## config.mk

```make
export PLATFORM = sky130hd
export DESIGN_NAME = mf3rgb_median
export DESIGN_NICKNAME = d
export VERILOG_FILES = /design/src/mf3rgb_pkg.sv /design/src/mf3rgb_median.sv
export SDC_FILE = /design/constraint.sdc
export NUM_CORES = 1
export LEC_CHECK = 0
export BUFFER_PORTS_ARGS = -buffer_cell sky130_fd_sc_hd__buf_4
export CELL_PAD_IN_SITES_DETAIL_PLACEMENT = 1
export CELL_PAD_IN_SITES_GLOBAL_PLACEMENT = 2
export CORE_UTILIZATION = 35
export DETAILED_ROUTE_END_ITERATION = 6
export MAX_ROUTING_LAYER = met4
export PLACE_DENSITY_LB_ADDON = 0.1
export SLEW_MARGIN = 25
export SYNTH_ARGS = -nofsm -noshare
export SYNTH_HDL_FRONTEND = slang
export SYNTH_SLANG_ARGS = --single-unit
```

## constraint.sdc

```tcl
create_clock -name vclk -period 29.3
set_clock_uncertainty 0.05 [all_clocks]
set_input_delay 4.395 -clock vclk [all_inputs]
set_output_delay 4.395 -clock vclk [all_outputs]
set_load 0.05 [all_outputs]
```

## src/mf3rgb_pkg.sv

```systemverilog
// Package for the 3x3 RGB median filter: pixel type, register indexes,
// field widths and the small min/max/median helpers shared by the modules.
// No dependencies.
`timescale 1ns / 1ps

package mf3rgb_pkg;

    typedef struct packed {
        logic [7:0] red;
        logic [7:0] green;
        logic [7:0] blue;
    } rgb_t;

    typedef struct packed {
        logic valid;
        logic need_med;
        logic need_bdr;
    } job_flags_t;

    typedef struct packed {
        logic take;
        logic clear_med;
    } job_ack_t;

    localparam int DEFAULT_MAX_WIDTH  = 1024;
    localparam int DEFAULT_MAX_HEIGHT = 4096;

    localparam int WIDTH_RESET  = 1024;
    localparam int HEIGHT_RESET = 4096;

    localparam int CHAN_W         = 8;
    localparam int PIXEL_W        = 3 * CHAN_W;
    localparam int NB_COUNT       = 9;
    localparam int IMAGE_WIDTH_W  = 11;
    localparam int IMAGE_HEIGHT_W = 13;
    localparam int OUT_COL_W      = 10;
    localparam int OUT_ROW_W      = 12;

    localparam int CFG_INDEX_W = 8;
    localparam int CFG_DATA_W  = IMAGE_HEIGHT_W;

    localparam logic [CFG_INDEX_W-1:0] REG_IMAGE_WIDTH  = CFG_INDEX_W'(0);
    localparam logic [CFG_INDEX_W-1:0] REG_IMAGE_HEIGHT = CFG_INDEX_W'(1);

    localparam int S_TDATA_W     = PIXEL_W;
    localparam int OUT_FIELDS_W  = PIXEL_W + OUT_COL_W + OUT_ROW_W;
    localparam int M_TDATA_W     = ((OUT_FIELDS_W + 7) / 8) * 8;
    localparam int M_TDATA_PAD_W = M_TDATA_W - OUT_FIELDS_W;

    function automatic logic [CHAN_W-1:0] min2(input logic [CHAN_W-1:0] a,
                                               input logic [CHAN_W-1:0] b);
        return (a < b) ? a : b;
    endfunction

    function automatic logic [CHAN_W-1:0] max2(input logic [CHAN_W-1:0] a,
                                               input logic [CHAN_W-1:0] b);
        return (a < b) ? b : a;
    endfunction

    function automatic logic [CHAN_W-1:0] min3(input logic [CHAN_W-1:0] a,
                                               input logic [CHAN_W-1:0] b,
                                               input logic [CHAN_W-1:0] c);
        return min2(min2(a, b), c);
    endfunction

    function automatic logic [CHAN_W-1:0] max3(input logic [CHAN_W-1:0] a,
                                               input logic [CHAN_W-1:0] b,
                                               input logic [CHAN_W-1:0] c);
        return max2(max2(a, b), c);
    endfunction

    function automatic logic [CHAN_W-1:0] med3(input logic [CHAN_W-1:0] a,
                                               input logic [CHAN_W-1:0] b,
                                               input logic [CHAN_W-1:0] c);
        return max2(min2(a, b), min2(max2(a, b), c));
    endfunction

endpackage

```

## src/mf3rgb_median.sv

```systemverilog
// Per-channel median of a 3x3 neighborhood of RGB pixels, combinational.
// Depends on mf3rgb_pkg for the pixel type and the min/max/median helpers.
`timescale 1ns / 1ps

module mf3rgb_median (
    input  mf3rgb_pkg::rgb_t [mf3rgb_pkg::NB_COUNT-1:0] nb,
    output mf3rgb_pkg::rgb_t                            med
);

    wire [mf3rgb_pkg::PIXEL_W-1:0] med_bits;

    for (genvar ch = 0; ch < 3; ch++) begin : g_chan
        logic [mf3rgb_pkg::CHAN_W-1:0] lo  [3];
        logic [mf3rgb_pkg::CHAN_W-1:0] mid [3];
        logic [mf3rgb_pkg::CHAN_W-1:0] hi  [3];

        for (genvar k = 0; k < 3; k++) begin : g_col
            logic [mf3rgb_pkg::CHAN_W-1:0] a;
            logic [mf3rgb_pkg::CHAN_W-1:0] b;
            logic [mf3rgb_pkg::CHAN_W-1:0] c;

            assign a      = nb[3*k][mf3rgb_pkg::CHAN_W*ch +: mf3rgb_pkg::CHAN_W];
            assign b      = nb[3*k+1][mf3rgb_pkg::CHAN_W*ch +: mf3rgb_pkg::CHAN_W];
            assign c      = nb[3*k+2][mf3rgb_pkg::CHAN_W*ch +: mf3rgb_pkg::CHAN_W];
            assign lo[k]  = mf3rgb_pkg::min3(a, b, c);
            assign mid[k] = mf3rgb_pkg::med3(a, b, c);
            assign hi[k]  = mf3rgb_pkg::max3(a, b, c);
        end

        // The median of nine is the median of the largest column minimum,
        // the median of the column medians and the smallest column maximum.
        assign med_bits[mf3rgb_pkg::CHAN_W*ch +: mf3rgb_pkg::CHAN_W] =
            mf3rgb_pkg::med3(mf3rgb_pkg::max3(lo[0], lo[1], lo[2]),
                             mf3rgb_pkg::med3(mid[0], mid[1], mid[2]),
                             mf3rgb_pkg::min3(hi[0], hi[1], hi[2]));
    end

    assign med = mf3rgb_pkg::rgb_t'(med_bits);

endmodule

```

==> results of run 1 <==
==> worst max-delay path: cells and delay by family <==
| kind | cells | cell delay (ns) |
|---|---|---|
| AOI/OAI and AO/OA | 40 | 10.32 |
| muxes | 3 | 0.99 |
| adders and majority gates | 9 | 2.61 |
| buffers and inverters | 6 | 0.82 |
| and+or+nand+nor | 18 | 3.86 |
==> area by class of cell <==
cell class                      instances  area, sq um  area share, %
Multi-Input combinational cell       2615        19500           82.3
Timing Repair Buffer                  257         1940           8.19
Inverter                              342         1280           5.42
Tap cell                              773          967           4.08
Antenna cell                            2         5.00         0.0211
==> cell families after synthesis <==
| family | Yosys count | share of synthesized area [%] |
|---|---|---|
| and+or+nand+nor | 822 | 17.8 |
| adders and majority gates | 448 | 26.4 |
| muxes | 316 | 15.6 |
| xor gates and xnor gates | 1 | 0.0415 |
| buffers and inverters | 436 | 7.92 |
| AOI/OAI and AO/OA | 1028 | 32.2 |
==> stage by stage <==
stage                     instances  setup slack (ns)  cell area, sq um
final                          3989              1.82             23700
after global routing           3989             0.158             23700
after CTS                      3986              1.81             23700
after detailed placement       3986              1.92             23700
after global placement         3984              2.11             23600
after floorplan                3051              4.15             21100
==> cells in the mapped netlist (all sizes together) (4+ instances only) <==
| master | number |
|---|---|
| a21o | 99 |
| o2111ai | 7 |
| nand3 | 45 |
| nand4 | 42 |
| buf | 25 |
| a21oi | 285 |
| nor3b | 4 |
| maj3 | 10 |
| a211oi | 33 |
| o211ai | 27 |
| ha | 438 |
| and4 | 11 |
| and3 | 20 |
| o31ai | 10 |
| a41oi | 4 |
| mux2i | 225 |
| o21a | 48 |
| o311a | 4 |
| clkbuf | 69 |
| nor2 | 252 |
| mux2 | 91 |
| a221o | 7 |
| a2111o | 4 |
| o21bai | 8 |
| a31o | 9 |
| nor4 | 11 |
| nand2b | 27 |
| or3 | 6 |
| a21boi | 18 |
| and2 | 11 |
| o211a | 11 |
| inv | 342 |
| nor2b | 31 |
| a221oi | 9 |
| nand2 | 307 |
| a22oi | 7 |
| a311oi | 8 |
| or2 | 14 |
| o31a | 8 |
| a31oi | 37 |
| nor3 | 32 |
| a211o | 16 |
| o21ai | 312 |
| o22ai | 8 |
| a2111oi | 14 |
==> worst max path at each step <==
| stage | depth (start not counted) | end | from |
|---|---|---|---|
| after floorplan | 79 | med[0] | nb[102] |
| after global placement | 75 | med[0] | nb[102] |
| after detailed placement | 76 | med[0] | nb[103] |
| after CTS | 76 | med[0] | nb[102] |
| after global routing | 77 | med[0] | nb[103] |
| final | 76 | med[0] | nb[102] |
==> layout by cell type, fill, tap and decap left out, drive strengths merged, types with 18 or more instances in the layout <==
master,Yosys,final
nand3,45,45
nor2b,31,31
a21o,99,99
a21boi,18,18
nor3,32,32
nand2,307,307
ha,438,438
buf,25,257
o21ai,312,312
and3,20,20
mux2,91,91
a21oi,285,285
nand4,42,42
nand2b,27,27
a211oi,33,33
a31oi,37,37
o211ai,27,27
inv,342,342
o21a,48,48
mux2i,225,225
nor2,252,252
==> metal layers <==
layer / global-route usage, % / up-vias / routed length [microns]
met4: 4.87 / 0 / 1600
li1: - / 11500 / -
met2: 44.4 / 362 / 38100
met5: - / - / 0
met3: 0.519 / 65 / 2020
met1: 34.7 / 11000 / 39200
==> reports/qor.txt, run 1 <==
Vias in the first global route: 23.4k
Sequential share of the synthesized area: 0%
Post-CTS Hold Fix Bufs: 0
GRT Total Usage: 26.1%
Max FO, Critical Path: 25
Drt pass-1 iters: 7
Slew Limit Fails: 0
Yosys top cell area share: 25.9%
Largest area contributor in the netlist: ha_1
Avg Cell Area, Syn: 6.93 sq um
Actual slew at the worst max-slew pin: 1.00 ns
Die Ht: 248 microns
Critical path arrival: 23.04 ns
Startpoint types: input pin
Yosys warns: 0
Slowest stage cell, crit path: nand2_1
Final Hold Viols: 0
Post-route clock period utilization: 93.8%
Top cells by area, synth: ha_1, mux2i_1, o21ai_0
DRT iter0 DRCs: 973
Chip Width: 248 microns
Beginning of the worst hold path: nb[198]
Setup TNS: 0 ns
Final Util: 39.9%
WHS Endpoint: med[6]
Hold_ws: 9.69 ns
Hold depth: 6
Core region area: 59400 sq um
HPWL after detailed placement: 71600 microns
Post-CTS Setup Bufs: 0
Global-route wire length before repair: 126000 microns
Slew margin rel.: 32.8%
Largest stage delay, worst path: 0.69 ns
Via Count: 23.0k
# clk buffers: 0
Synthesized instance count: 3051
# resized after CTS: 0
Distinct cell type count after synthesis: 111
Largest net degree at the start of global routing: 32
FP Rows: 89
Starting density of the core: 35.6%
CP required: 24.86 ns
RSZ-0062 raised after global routing: no
MaxCap Viol Count: 0
Die footprint: 61400 sq um
Crit path kind: in2out
Num sequential: 0
Post-route ant nets: 0
Fin crit period: 27.48 ns
DRC violations left: 22
Syn Nets: 3705
Placer Congestion: 0.953
Failing checks: design-rule violations
Endpoints failing setup: 0
Most common cell on crit path: a21oi_1
Share of layout cells above drive strength 1: 13.6%
Hold Path Class: in2out
Status: complete, but fails checks
Vias per cell: 5.76
Cell Area, Synth: 21100 sq um
Fillers: 7616
Initial antenna violation count: 2
Num ports: 240
Port bufs: 240
Maximum clock rate: 36.4 MHz
Layout area overhead: 12.1%
Post-DR wirelength/cell: 20.3 microns
Register area: 0 sq um
Worst setup EP type: output pin
Global route overflow: 0
WL final: 80900 microns
Layout net count: 3870
Power of run 1 is left out: the tool's default activity adds up to more than one toggle a clock period on the data nets, which glitch-free logic cannot reach.
==> run 2: changes to the inputs <==
--- a/config.mk
+++ b/config.mk
@@ -7,2 +7,3 @@
 export LEC_CHECK = 0
+export ABC_CLOCK_PERIOD_IN_PS = 29300
 export BUFFER_PORTS_ARGS = -buffer_cell sky130_fd_sc_hd__buf_4
--- a/constraint.sdc
+++ b/constraint.sdc
@@ -4,2 +4,2 @@
 set_output_delay 4.395 -clock vclk [all_outputs]
-set_load 0.05 [all_outputs]
+set_load 0.02 [all_outputs]
==> run 2 against run 1 <==
  * The run still ends with design-rule violations left
  * Global-route usage up 0.12 points
  * Largest cell class unchanged
  * Fmax about the same
  * Non-clock buffer count down 3
==> reports/qor.txt, run 2 (synthesis gave the netlist of run 1 again) <==
Num ports: 240 (unchanged)
Failing checks: design-rule violations
# resized after CTS: 0 (unchanged)
Most common cell on crit path: a21oi_1
Vias in the first global route: 23.5k (+0.39%)
Final Hold Viols: 0 (unchanged)
Fin crit period: 27.46 ns (-0.0218 ns)
GRT Total Usage: 26.2% (+0.12 points)
Max FO, Critical Path: 25 (unchanged)
Placer Congestion: 0.945 (-0.89%)
Crit path kind: in2out
Final Util: 39.9% (about the same)
Startpoint types: input pin
Port bufs: 240 (unchanged)
DRC violations left: 22 (unchanged)
Die Ht: 248 microns (unchanged)
Slowest stage cell, crit path: nand2_1
Post-CTS Hold Fix Bufs: 0 (unchanged)
Largest net degree at the start of global routing: 32 (unchanged)
Worst setup EP type: output pin
Post-route ant nets: 0 (unchanged)
Most frequent cells in the layout: ha_1, inv_1, nand2_1
Drt pass-1 iters: 7 (unchanged)
Status: complete, but fails checks
Hold Path Class: in2out
DP Worst Slack: 1.75 ns (-0.175 ns)
FP Rows: 89 (unchanged)
Wire length on met3: 1790 microns (-12%)
HPWL after detailed placement: 71800 microns (+0.33%)
Post-DR wirelength/cell: 20.4 microns (+0.52%)
Starting density of the core: 35.6% (unchanged)
Routed met2 length: 39000 microns (+2.4%)
Actual slew at the worst max-slew pin: 1.06 ns (+0.0562 ns)
Slew Limit Fails: 0 (unchanged)
Num sequential: 0 (unchanged)
Die footprint: 61400 sq um (unchanged)
CP required: 24.86 ns (about the same)
CP top delay family: compound AO/OA/AOI/OAI gates
Initial antenna violation count: 3 (+1)
RSZ-0062 raised after global routing: no
Via Count: 23.0k (+0.022%)
WL final: 81300 microns (+0.47%)
Final worst slack: 1.84 ns (+0.0218 ns)
Post-CTS Setup Bufs: 0 (unchanged)
Wl on met1: 39600 microns (+1.2%)
Crit path buf inv count: 5 (-1)
Layout net count: 3867 (-0.078%)
Global-route wire length before repair: 127000 microns (+0.63%)
Slew margin rel.: 28.7% (-4.0 points)
Hold_ws: 9.61 ns (-0.0778 ns)
Share of layout cells above drive strength 1: 13.5% (-0.14 points)
Endpoints failing setup: 0 (unchanged)
Core region area: 59400 sq um (unchanged)
Register area: 0 sq um (unchanged)
Commonest non-fill, non-tap cell in the layout: ha_1
Maximum clock rate: 36.4 MHz (about the same)
Chip Width: 248 microns (unchanged)
MaxCap Viol Count: 0 (unchanged)
# clk buffers: 0 (unchanged)
Layout area overhead: 12.0% (about the same)
Post-route clock period utilization: 93.7% (about the same)
Vias per cell: 5.76 (about the same)
DRT iter0 DRCs: 994 (+2.2%)
Largest stage delay, worst path: 0.67 ns (-0.02 ns)
Setup TNS: 0 ns (unchanged)
Top Layer Used: met4
Critical path arrival: 23.01 ns (-0.03 ns)
Global route overflow: 0 (unchanged)
## run 2: worst min-delay path, stage by stage
cell and delay [ns]:
buf_4 0.10, mux2i_1 0.09, o21ai_0 0.25, mux2i_1 0.12
mux2i_1 0.14, buf_4 0.16
## run 2: metrics by stage
step,std cells,cell area (sq um)
after global routing,3987,23700
after floorplan,3051,21100
after detailed placement,3982,23600
final,3987,23700
after global placement,3982,23600
after CTS,3982,23600
## run 2: path summary, 6_finish.rpt
check                    from     end  depth (start not counted)  slack (ns)
worst min-delay path  nb[197]  med[5]                          6        9.61
worst max-delay path  nb[101]  med[0]                         75        1.84
## run 2: final cells by class
type	instances	area (sq um)
inverter	342	1280
multi-input combinational	2615	19500
tap	773	967
timing repair buffer	254	1910
antenna	3	7.51
fill	7633	35700
## run 2: layer usage
layer / GRT usage, % / vias up
met4: 2.72 / 0
li1: - / 11500
met5: - / -
met3: 0.681 / 50
met2: 45.6 / 338
met1: 34.7 / 11100
Power of run 2 is left out for the same reason.
